<file path="config.mk">
export PLATFORM = sky130hd
export DESIGN_NAME = lane_column_run_detector
export DESIGN_NICKNAME = d
export VERILOG_FILES = /design/src/sv/lcrd_pkg.sv /design/src/sv/lcrd_in_stage.sv /design/src/sv/lcrd_run_tracker.sv /design/src/sv/lcrd_steer.sv /design/src/sv/lane_column_run_detector.sv
export SDC_FILE = /design/constraint.sdc
export NUM_CORES = 1
export LEC_CHECK = 0
export BUFFER_PORTS_ARGS = -buffer_cell sky130_fd_sc_hd__buf_2
export CAP_MARGIN = 20
export CORE_UTILIZATION = 50
export CTS_CLUSTER_SIZE = 25
export DETAILED_ROUTE_END_ITERATION = 10
export PLACE_DENSITY = 0.7
export SETUP_SLACK_MARGIN = 0.05
export SYNTH_ARGS = -nofsm -noshare
export SYNTH_HDL_FRONTEND = slang
export SYNTH_SLANG_ARGS = --single-unit
export TNS_END_PERCENT = 50
</file>
<file path="constraint.sdc">
create_clock -name i_clk -period 5.2 [get_ports i_clk]
set_input_delay 0.26 -clock i_clk [delete_from_list [all_inputs] [get_ports i_clk]]
set_output_delay 0.26 -clock i_clk [all_outputs]
set_load 0.03 [all_outputs]
</file>
<file path="src/sv/lcrd_pkg.sv">
package lcrd_pkg;

    localparam int MAX_WIDTH = 1024;
    localparam int COL_W     = $clog2(MAX_WIDTH);
    localparam int POS_W     = 10;
    localparam int CNT_W     = 8;
    localparam int WIDTH_W   = 11;
    localparam int MINRUN_W  = 8;
    localparam int LINES_W   = 2;
    localparam int CFG_W     = 11;

    localparam logic [COL_W-1:0] RUN_LEN_MAX = COL_W'(MAX_WIDTH - 1);

    typedef enum logic [0:0] {
        CFG_IMAGE_WIDTH = 1'b0,
        CFG_MIN_RUN     = 1'b1
    } t_cfg_index;

    typedef enum logic [1:0] {
        ACT_RIGHT  = 2'd0,
        ACT_CENTRE = 2'd1,
        ACT_LEFT   = 2'd2
    } t_steer;

    localparam logic [LINES_W-1:0] LINES_NONE = 2'd0;
    localparam logic [LINES_W-1:0] LINES_ONE  = 2'd1;
    localparam logic [LINES_W-1:0] LINES_TWO  = 2'd2;

    typedef struct packed {
        logic [LINES_W-1:0] lines;
        logic [POS_W-1:0]   pos0;
        logic [POS_W-1:0]   pos1;
    } t_frame_sum;

    typedef struct packed {
        logic             advance;
        logic             last;
        logic [CNT_W-1:0] count;
    } t_col_beat;

endpackage

</file>
<file path="src/sv/lcrd_in_stage.sv">
module lcrd_in_stage
    import lcrd_pkg::*;
(
    input  logic             i_clk,
    input  logic             i_rst_n,
    input  logic             i_in_valid,
    input  logic [CNT_W-1:0] i_column_count,
    input  logic             i_last_column,
    input  logic             i_can_load,
    output logic             o_in_stall,
    output t_col_beat        o_beat
);

    logic             r_valid;
    logic             r_last;
    logic [CNT_W-1:0] r_count;
    logic             advance;

    // a last column needs room in the result register, any other goes on
    assign advance    = r_valid && (!r_last || i_can_load);
    assign o_in_stall = r_valid && !advance;

    assign o_beat.advance = advance;
    assign o_beat.last    = r_last;
    assign o_beat.count   = r_count;

    always_ff @(posedge i_clk) begin
        if (!i_rst_n) begin
            r_valid <= 1'b0;
        end else if (!o_in_stall) begin
            r_valid <= i_in_valid;
        end
        if (i_in_valid && !o_in_stall) begin
            r_last  <= i_last_column;
            r_count <= i_column_count;
        end
    end

endmodule

</file>
<file path="src/sv/lcrd_run_tracker.sv">
module lcrd_run_tracker
    import lcrd_pkg::*;
(
    input  logic                i_clk,
    input  logic                i_rst_n,
    input  t_col_beat           i_beat,
    input  logic [MINRUN_W-1:0] i_min_run,
    output t_frame_sum          o_sum
);

    logic             r_in_run;
    logic [COL_W-1:0] r_run_len;
    logic [1:0]       r_runs_done;
    logic [COL_W-1:0] r_centre [2];
    logic [COL_W-1:0] r_col;

    logic             n_in_run;
    logic [COL_W-1:0] n_run_len;
    logic [1:0]       n_runs_done;
    logic [COL_W-1:0] n_centre [2];
    logic [COL_W-1:0] centre;

    // column minus half the run, wrapping modulo the column range
    assign centre = r_col - (r_run_len >> 1);

    always_comb begin
        n_in_run    = r_in_run;
        n_run_len   = r_run_len;
        n_runs_done = r_runs_done;
        n_centre[0] = r_centre[0];
        n_centre[1] = r_centre[1];
        if (!r_runs_done[1]) begin
            if (i_beat.count != '0) begin
                n_in_run  = 1'b1;
                n_run_len = (r_run_len == RUN_LEN_MAX) ? r_run_len : r_run_len + 1'b1;
            end else if (r_in_run && (r_run_len > COL_W'(i_min_run))) begin
                n_centre[r_runs_done[0]] = centre;
                n_runs_done = r_runs_done + 2'd1;
                n_run_len   = '0;
                n_in_run    = 1'b0;
            end else begin
                n_in_run  = 1'b0;
                n_run_len = '0;
            end
        end
    end

    assign o_sum.lines = n_runs_done;
    assign o_sum.pos0  = (n_runs_done != LINES_NONE) ? POS_W'(n_centre[0]) : '0;
    assign o_sum.pos1  = (n_runs_done == LINES_TWO)  ? POS_W'(n_centre[1]) : '0;

    always_ff @(posedge i_clk) begin
        if (!i_rst_n) begin
            r_in_run    <= 1'b0;
            r_run_len   <= '0;
            r_runs_done <= '0;
            r_centre[0] <= '0;
            r_centre[1] <= '0;
            r_col       <= '0;
        end else if (i_beat.advance) begin
            if (i_beat.last) begin
                r_in_run    <= 1'b0;
                r_run_len   <= '0;
                r_runs_done <= '0;
                r_centre[0] <= '0;
                r_centre[1] <= '0;
                r_col       <= '0;
            end else begin
                r_in_run    <= n_in_run;
                r_run_len   <= n_run_len;
                r_runs_done <= n_runs_done;
                r_centre[0] <= n_centre[0];
                r_centre[1] <= n_centre[1];
                r_col       <= r_col + 1'b1;
            end
        end
    end

endmodule

</file>
<file path="src/sv/lcrd_steer.sv">
module lcrd_steer
    import lcrd_pkg::*;
(
    input  logic               i_clk,
    input  logic               i_rst_n,
    input  logic               i_load,
    input  t_frame_sum         i_sum,
    input  logic [WIDTH_W-1:0] i_image_width,
    input  logic               i_out_stall,
    output logic               o_can_load,
    output logic               o_out_valid,
    output logic [LINES_W-1:0] o_lines_found,
    output logic [1:0]         o_steer_action,
    output logic [POS_W-1:0]   o_first_line_pos,
    output logic [POS_W-1:0]   o_second_line_pos
);

    logic               r_out_valid;
    t_steer             r_action;
    t_steer             n_action;
    logic [LINES_W-1:0] r_lines;
    logic [POS_W-1:0]   r_pos0;
    logic [POS_W-1:0]   r_pos1;
    logic               left_of_centre;

    assign left_of_centre = i_sum.pos0 < POS_W'(i_image_width >> 1);
    assign o_can_load     = !r_out_valid || !i_out_stall;

    always_comb begin
        n_action = r_action;
        case (i_sum.lines)
            LINES_TWO: n_action = ACT_CENTRE;
            LINES_ONE: begin
                if (left_of_centre && r_action != ACT_LEFT) begin
                    n_action = ACT_RIGHT;
                end else if (r_action != ACT_RIGHT) begin
                    n_action = ACT_LEFT;
                end
            end
            default: n_action = r_action;
        endcase
    end

    always_ff @(posedge i_clk) begin
        if (!i_rst_n) begin
            r_out_valid <= 1'b0;
            r_action    <= ACT_CENTRE;
        end else if (i_load) begin
            r_out_valid <= 1'b1;
            r_action    <= n_action;
        end else if (!i_out_stall) begin
            r_out_valid <= 1'b0;
        end
        if (i_load) begin
            r_lines <= i_sum.lines;
            r_pos0  <= i_sum.pos0;
            r_pos1  <= i_sum.pos1;
        end
    end

    assign o_out_valid       = r_out_valid;
    assign o_lines_found     = r_lines;
    assign o_steer_action    = r_action;
    assign o_first_line_pos  = r_pos0;
    assign o_second_line_pos = r_pos1;

endmodule

</file>
<file path="src/sv/lane_column_run_detector.sv">
// Channel | Direction | Handshake               | Payload
// --------+-----------+-------------------------+--------------------------------------
// in      | to block  | i_in_valid / o_in_stall | i_column_count, i_last_column
// out     | from block| o_out_valid/ i_out_stall| o_lines_found, o_steer_action,
//         |           |                         | o_first_line_pos, o_second_line_pos
// cfg     | to block  | i_cfg_we                | i_cfg_index, i_cfg_data
//
// One column beat is taken every cycle while o_in_stall is low. A beat is registered
// in the input register, then processed by the run tracker; a frame result is loaded
// into the result register when its last column moves on from the input register.
// Only a last-column beat can wait: it holds in the input register while the
// result register is full and stalled, which raises o_in_stall.
// Reset is synchronous and active low; it clears the frame state, sets the
// steering action to centred and loads the default configuration.
module lane_column_run_detector
    import lcrd_pkg::*;
(
    input  logic               i_clk,
    input  logic               i_rst_n,
    input  logic               i_in_valid,
    output logic               o_in_stall,
    input  logic [CNT_W-1:0]   i_column_count,
    input  logic               i_last_column,
    output logic               o_out_valid,
    input  logic               i_out_stall,
    output logic [LINES_W-1:0] o_lines_found,
    output logic [1:0]         o_steer_action,
    output logic [POS_W-1:0]   o_first_line_pos,
    output logic [POS_W-1:0]   o_second_line_pos,
    input  logic               i_cfg_we,
    input  logic [0:0]         i_cfg_index,
    input  logic [CFG_W-1:0]   i_cfg_data
);

    logic [WIDTH_W-1:0]  r_image_width;
    logic [MINRUN_W-1:0] r_min_run;
    t_col_beat           beat;
    t_frame_sum          sum;
    logic                can_load;

    // configuration registers; the user must write them only while the block is idle, which the block does not enforce
    always_ff @(posedge i_clk) begin
        if (!i_rst_n) begin
            r_image_width <= WIDTH_W'(640);
            r_min_run     <= MINRUN_W'(2);
        end else if (i_cfg_we) begin
            case (t_cfg_index'(i_cfg_index))
                CFG_IMAGE_WIDTH: r_image_width <= i_cfg_data[WIDTH_W-1:0];
                CFG_MIN_RUN:     r_min_run     <= i_cfg_data[MINRUN_W-1:0];
                default:         r_min_run     <= r_min_run;
            endcase
        end
    end

    // register the incoming beat, holding a last column while the result register is blocked
    lcrd_in_stage u_in_stage (
        .i_clk          (i_clk),
        .i_rst_n        (i_rst_n),
        .i_in_valid     (i_in_valid),
        .i_column_count (i_column_count),
        .i_last_column  (i_last_column),
        .i_can_load     (can_load),
        .o_in_stall     (o_in_stall),
        .o_beat         (beat)
    );

    // track runs of occupied columns and their centres
    lcrd_run_tracker u_run_tracker (
        .i_clk     (i_clk),
        .i_rst_n   (i_rst_n),
        .i_beat    (beat),
        .i_min_run (r_min_run),
        .o_sum     (sum)
    );

    // update the steering action and register the frame result
    lcrd_steer u_steer (
        .i_clk             (i_clk),
        .i_rst_n           (i_rst_n),
        .i_load            (beat.advance && beat.last),
        .i_sum             (sum),
        .i_image_width     (r_image_width),
        .i_out_stall       (i_out_stall),
        .o_can_load        (can_load),
        .o_out_valid       (o_out_valid),
        .o_lines_found     (o_lines_found),
        .o_steer_action    (o_steer_action),
        .o_first_line_pos  (o_first_line_pos),
        .o_second_line_pos (o_second_line_pos)
    );

    // a stall is only ever raised for a waiting last column
    a_stall_only_last: assert property (@(posedge i_clk) disable iff (!i_rst_n)
        o_in_stall |-> (beat.last && o_out_valid && i_out_stall))
        else $error("input stalled without a blocked frame result");

    a_lines_range: assert property (@(posedge i_clk) disable iff (!i_rst_n)
        o_out_valid |-> (o_lines_found != 2'd3))
        else $error("line count out of range");

    a_two_lines_centred: assert property (@(posedge i_clk) disable iff (!i_rst_n)
        (o_out_valid && o_lines_found == LINES_TWO) |-> (o_steer_action == ACT_CENTRE))
        else $error("two lines found but action not centred");

    a_no_line_pos_zero: assert property (@(posedge i_clk) disable iff (!i_rst_n)
        (o_out_valid && o_lines_found == LINES_NONE)
            |-> (o_first_line_pos == '0 && o_second_line_pos == '0))
        else $error("line positions set with no line found");

endmodule

</file>
* After elaboration in Yosys (flattened, before gate mapping) *
Memory sizes are Yosys's and may differ from the RTL's.
Index checks and enable logic that the tools add are counted.

cells by class
  multiply operators = 0
  divide/modulo/power cells = 0
  add/sub/neg operators = 4
  magnitude comparators = 4
  mux-type cells = 37
  bitwise operators = 6
  eq/ne operators = 8
  shift operators = 0
  reductions and logical operators = 23

operator list
  cell                                                                      count
  10-bit two-way mux                                                        11
  20-bit two-way mux                                                        3
  10-bit by 1-bit adder with 10-bit output (second input constant)          2
  20-bit bitwise mux                                                        1
  1-bit two-way mux                                                         14
  2-bit two-way mux                                                         6
  10-bit demux with 1-bit select                                            1
  10-bit == test (second input constant)                                    1
  10-bit by 8-bit greater-than comparator with 1-bit output                 1
  10-bit < comparator                                                       1
  10-bit by 9-bit subtractor with 10-bit output                             1
  8-bit nonzero test                                                        1
  1-bit logical AND                                                         7
  2-bit AND reduction                                                       3
  3-bit AND reduction                                                       2
  2-bit nonzero test                                                        3
  1-bit zero test                                                           5
  2-bit inequality test (second input constant)                             2
  1-bit OR                                                                  4
  2-bit one-hot mux with 2 select lines                                     1
  3-bit by 1-bit inequality test with 1-bit output (second input constant)  1
  3-bit inequality test (second input constant)                             1
  2-bit by 1-bit adder with 2-bit output (second input constant)            1
  2-bit by 1-bit == test with 1-bit output (second input constant)          1
  7 further kinds                                                           8

word-level totals
  bits in latches = 0
  memories kept = 1
  input bits = 26
  RAM bits = 20
  bits in read-only memories = 0
  output and inout bits = 26
  register bits after elaboration = 77

memory list
  name                    depth  width  rd ports  clocked after Yosys merged registers in  write ports  line                    text
  u_run_tracker.r_centre  2      10     2         0                                        2            lcrd_run_tracker.sv:14  logic [COL_W-1:0] r_centre [2];

* Depth between registers and ports, before layout *
  depth in word-level cells = 14
  depth in mapped cells = 18

* Hierarchy *
From an unflattened synthesis, not the netlist that was laid out.

second synthesis, totals
  cell total of the unflattened synthesis = 511
  area total of the unflattened synthesis = 4986.0 um^2

by module, submodules not included
  module                    area each (um^2)  cells an instance  times used  seq. area each (um^2)
  lcrd_run_tracker          2849.0            344                1           1061.0
  lcrd_steer                1038.5            72                 1           720.7
  lane_column_run_detector  759.5             78                 1           380.4
  lcrd_in_stage             339.1             17                 1           290.3

* Worst setup path before layout *
Ideal clock, no wire load.

  path type = register to register
  start = reg r_min_run[4]
  end = reg u_steer.r_action[1] (netlist: u_steer.o_steer_action[1])
  cell stages (with the launch flop) = 19
  setup slack = 1439 ps
  setup time = 137 ps
  arrival = 3624 ps
  buffers on the path = 1
  data required time = 5063 ps
  period minus slack after synthesis = 3761 ps
  cells stage by stage = dfxtp_1 -> inv_1 -> ha_1 -> nand4_1 -> a21oi_1 -> o31a_1 -> or2_1 -> and2_1 -> xnor2_1 -> ha_1 -> clkbuf_1 -> nor2_1 -> ha_1 -> a211oi_1 -> nor2_1 -> nor4_1 -> o21ai_0 -> nor4bb_1 -> a22oi_2

RTL lines
  element                   line                            text
  start: declaration        lane_column_run_detector.sv:36  logic [MINRUN_W-1:0] r_min_run;
  start signal: assignment  lane_column_run_detector.sv:49  CFG_MIN_RUN: r_min_run <= i_cfg_data[MINRUN_W-1:0];
  start signal: assignment  lane_column_run_detector.sv:50  default: r_min_run <= r_min_run;
  end signal: assignment    lcrd_steer.sv:50                r_action <= n_action;
  end: declaration          lcrd_steer.sv:19                t_steer r_action;

==> results.env <==
CLOCKROOTBUFFER='sky130_fd_sc_hd__clkbuf_8'
POST_LAYOUT_NONFILLER_INSTANCES=660
POSTLAYOUTSETUPSLACKWORST_NS=1.09
NUMBER_OF_ANTENNA_VIOLATIONS_AT_THE_FIRST_CHECK_IN_GLOBAL_ROUTING=0
CELL_WITH_THE_BIGGEST_INDIVIDUAL_DELAY_ON_THE_CRITICAL_PATH='sky130_fd_sc_hd__dfxtp_1'
DIE_W_UM=101
TRITONCTS.NUM_BUFFERS=9
MAX_CAP_VIOL_COUNT=0
SYNTH_AREA_LEADERS='sky130_fd_sc_hd__edfxtp_1, sky130_fd_sc_hd__dfxtp_1, sky130_fd_sc_hd__ha_1'
CRIT-REG2REG-CAPTURE='u_steer.o_steer_action[1]'
SYNTH_CELLS=478
ANTENNADIODECOUNT=0
HOLD_PATH_DEPTH=1
SYNTH.MUX.AREA_FRACTION=0.0373
VIAS_PER_CELL=5.39
WORST_VOLTAGE_DROP_ACROSS_THE_VDD_GRID_V=0.000142
CRITPATHMAXFANOUT=11
IO_PINS=52
CTS_BUFFER_DEPTH=2
CTS_REPAIR_RESIZE_COUNT=0
MAX_CLOCK_FREQ_MHz=243
FINAL_HOLD_VIOL_COUNT=0
WORST-R2R-SETUP-SLACK_NS=1.09
WIRE_LENGTH_PER_CELL_AFTER_DETAILED_ROUTING_UM=15.0
SYN_AVG_CELL_AREA_SQ_UM=10.3
NUMBER_OF_SYNTHESIZED_FLOPS_WITH_AN_ENABLE_PIN=51
TIMING.SETUP.TNS_NS=0
P_PER_AREA_nW_PER_UM2=251
WORSTPATHREQUIRED_NS=5.43
FINCLKSKEW_NS=0.0106
CLKSLEWWORSTSETUPHOLDPATHS_NS=0.10
CRITICAL_PATH_CELL_BY_CELL='ha_1, nand4_1, a21oi_1, o31a_1, or2_1, and2_1, xnor2_1, ha_1, nor2_1, ha_1, a211oi_1, nor2_1, nor4_1, o21ai_0, nor4bb_1, a22oi_2'
SYNTH-WARNING-COUNT=0
DIEHEIGHT_UM=101
CRITICAL_PATH_CLASS='reg -> reg'
NUMBER_OF_SEARCH_AND_REPAIR_ITERATIONS_IN_THE_FIRST_DETAILED_ROUTING_PASS=4
PLACEMENTROWS=35
POSTSYNTHNETCOUNT=536
CPMOSTUSEDCELL='sky130_fd_sc_hd__ha_1'
REPORT.FINAL.SETUP_VIOL=0
GRT_REMAINING_OVERFLOW=0
PRECTSSETUPSLACK_NS=1.12
GRT_SETUP_UNREPAIRED='no'
LAYOUT_WORST_PATH_CYCLE_SHARE=0.790
POST_SYNTH_XOR_AREA_FRACTION=0.0320
NETLIST.AREA_LEADER.SHARE=0.311
POST-DP-HPWL_UM=7400
WORSTHOLDPATHTYPE='in -> reg'
SYNTH_CELL_TYPE_COUNT=59
GRT_PASS1_VIAS=3356
WHS_NS=0.0693
GRT_USE_MET3=0.0324
GRT_UTIL_MET1=0.275
LEAKAGE_nW=2.15
CORE_REGION_AREA_SQ_UM=9420
PORT_BUFFERS=51
DIE_AREA_SQ_UM=10300
CTS_HOLD_BUFS=0
SYNTHARSTFLOPSHARE=0
SYNTH_TOP_CELL_BY_AREA='sky130_fd_sc_hd__edfxtp_1'
PLACE.DETAILED.INSTANCES=644
WORST_EP_ARRIVAL_TIME_NS=4.34
AREA_GROW_SYN2LAYOUT_PCT=10.7
YOSYSSEQAREASHARE=0.493
HTREEDEPTH=3
FINALCRITICALPERIOD_NS=4.11
GRT_START_MAX_NET_PINS=35
CRITICAL_PATH_START_TYPE='flip-flop'
GR-USAGE-MET2=0.323
FINAL_LAYOUT_SIZE_SUFFIX_GT1_FRAC=0.156
NNETSFINAL=584
ANT_NETS=0
CLK-INSERTION-DELAY-LATE_NS=0.36
SYNTH-MAIN-FF-CELL='sky130_fd_sc_hd__edfxtp_1'
SYNTH_AREA_SQ_UM=4930
CTS_TREE='yes'
WHS_ENDPOINT='u_in_stage.r_count[4]'
CRITICAL_PATH.MAX_STAGE_DELAY_NS=0.43
UTILIZATION=0.579
CTS_SETUP_BUFFERS=0
POST_SYNTH_FA_HA_MAJ_AREA_FRACTION=0.0827
NUMBER_OF_SYNTHESIZED_REGISTER_BITS=96
GRT_PASS1_WL_UM=16000
WORST_R2R_PATH_CELLS=16
STATUS='complete, no violations'
WIRELENGTH_UM=9870
INITIAL_UTILIZATION=0.524
GRT_USE_TOTAL=0.204
FINAL-MAX-SLEW-VIOLATION-COUNT=0
WORST-SLEW-PIN-TRANSITION_NS=0.994
GP_CONGESTION=0.909
MIN-DELAY-START='i_column_count[4]'
RR_STARTPOINT='u_run_tracker.r_run_len[4]'
SYNTH-COMPOUND-AREA-SHARE=0.132
NUMBER_OF_SINKS_HANDLED_BY_CLOCK_TREE_SYNTHESIS=96
DRT_DRC_VIOLATIONS_LEFT=0
END_KIND='flip-flop'
TIMING.SLEW.HEADROOM=0.336
LARGEST_FAMILY_OF_LOGIC_CELLS_BY_SYNTHESIZED_AREA='simple AND/OR/NAND/NOR gates'
DRT_FIRST_ITER_VIOLATIONS=140
NUM_VIAS=3558
YOSYS.AREA_SHARE.SIMPLE=0.181
GRT.BUSIEST_LAYER='met2'
-- flip-flops by register name, indices dropped and copies added, names as in the netlist, 2 cells and up --
signal	count
u_run_tracker.r_centre	20
r_image_width	10
u_run_tracker.r_col	10
u_run_tracker.r_run_len	10
u_steer.o_first_line_pos	10
u_steer.o_second_line_pos	10
r_min_run	8
u_in_stage.r_count	8
u_run_tracker.r_runs_done	2
u_steer.o_lines_found	2
u_steer.o_steer_action	2
-- critical path, delay by kind of cell, from the launching register on --
kind                       cells  cell delay [ns]
and+or+nand+nor                7             1.45
adders and majority gates      3             1.00
AOI/OAI and AO/OA              5             0.88
DFF                            1             0.43
xor gates and xnor gates       1             0.21
-- cell type report --
class / instances / area [sq um]
multi-input combinational: 331 / 2290
clock buffer: 10 / 128
sequential: 96 / 2430
fill: 834 / 3960
inverter: 36 / 135
tap: 129 / 161
clock inverter: 6 / 42.5
timing repair buffer: 52 / 263
-- layer usage --
metal | up-vias | share of wire
li1 | 1790 | -
met1 | 1679 | 0.49
met2 | 72 | 0.45
met3 | 17 | 0.034
met4 | 0 | 0.023
met5 | - | 0
-- power breakdown --
group | switching (mW) | internal (mW)
Sequential | 0.0127 | 0.822
Clock | 0.261 | 0.175
Combinational | 0.0663 | 0.0347
-- cell usage in the layout (no fill, tap or decap), drive strengths merged, types with 6 or more instances in the layout --
master,count
inv,38
nor3,9
clkbuf,10
nor2b,15
o211ai,7
edfxtp,51
nor2,47
a21boi,18
a21oi,20
buf,52
nand2,46
o21ai,16
nand4,9
nand2b,6
ha,31
mux2i,18
nand3,19
dfxtp,45
xnor2,13
-- worst max-delay path by stage --
| stage | from | slack [ns] | endpoint | depth (start not counted) |
|---|---|---|---|---|
| floorplan | r_min_run[4] | 1.44 | u_steer.o_steer_action[1] | 18 |
| global placement | r_min_run[4] | 1.28 | u_steer.o_steer_action[1] | 17 |
| detailed placement | u_run_tracker.r_run_len[4] | 1.12 | u_steer.o_steer_action[1] | 16 |
| CTS | u_run_tracker.r_run_len[4] | 1.11 | u_steer.o_steer_action[1] | 16 |
| global route | u_run_tracker.r_run_len[4] | 0.79 | u_steer.o_steer_action[1] | 16 |
| finish | u_run_tracker.r_run_len[4] | 1.09 | u_steer.o_steer_action[1] | 16 |
-- metrics by stage --
step	total power, mW	cell area [sq um]
after detailed placement	0.954	5290
after floorplan	0.920	4930
after global placement	0.950	5290
after CTS	1.38	5460
final	1.37	5460
after global routing	1.43	5460
-- synth_stat cells (all sizes together) (5+ instances only) --
library cell,count
xnor2,13
nand3,19
clkbuf,11
nand2b,6
o211ai,7
nand4,9
nor2,47
mux2i,18
a21boi,18
nor3,9
dfxtp,45
o21a,5
edfxtp,51
nor4,5
nor2b,15
a21oi,20
o21ai,16
xor2,5
inv,36
ha,31
nand2,46
-- cells by family (layout without fill, tap and decap cells) --
family                   Yosys count  in the layout
multiplexers                      18             18
buffers and inverters             51            104
AND/OR/NAND/NOR                  172            172
XOR/XNOR                          18             18
adder cells (fa/ha/maj)           32             32
AO/OA/AOI/OAI                     91             91
flip-flops                        96             96
No activity file was read; power rests on OpenSTA's default activity.
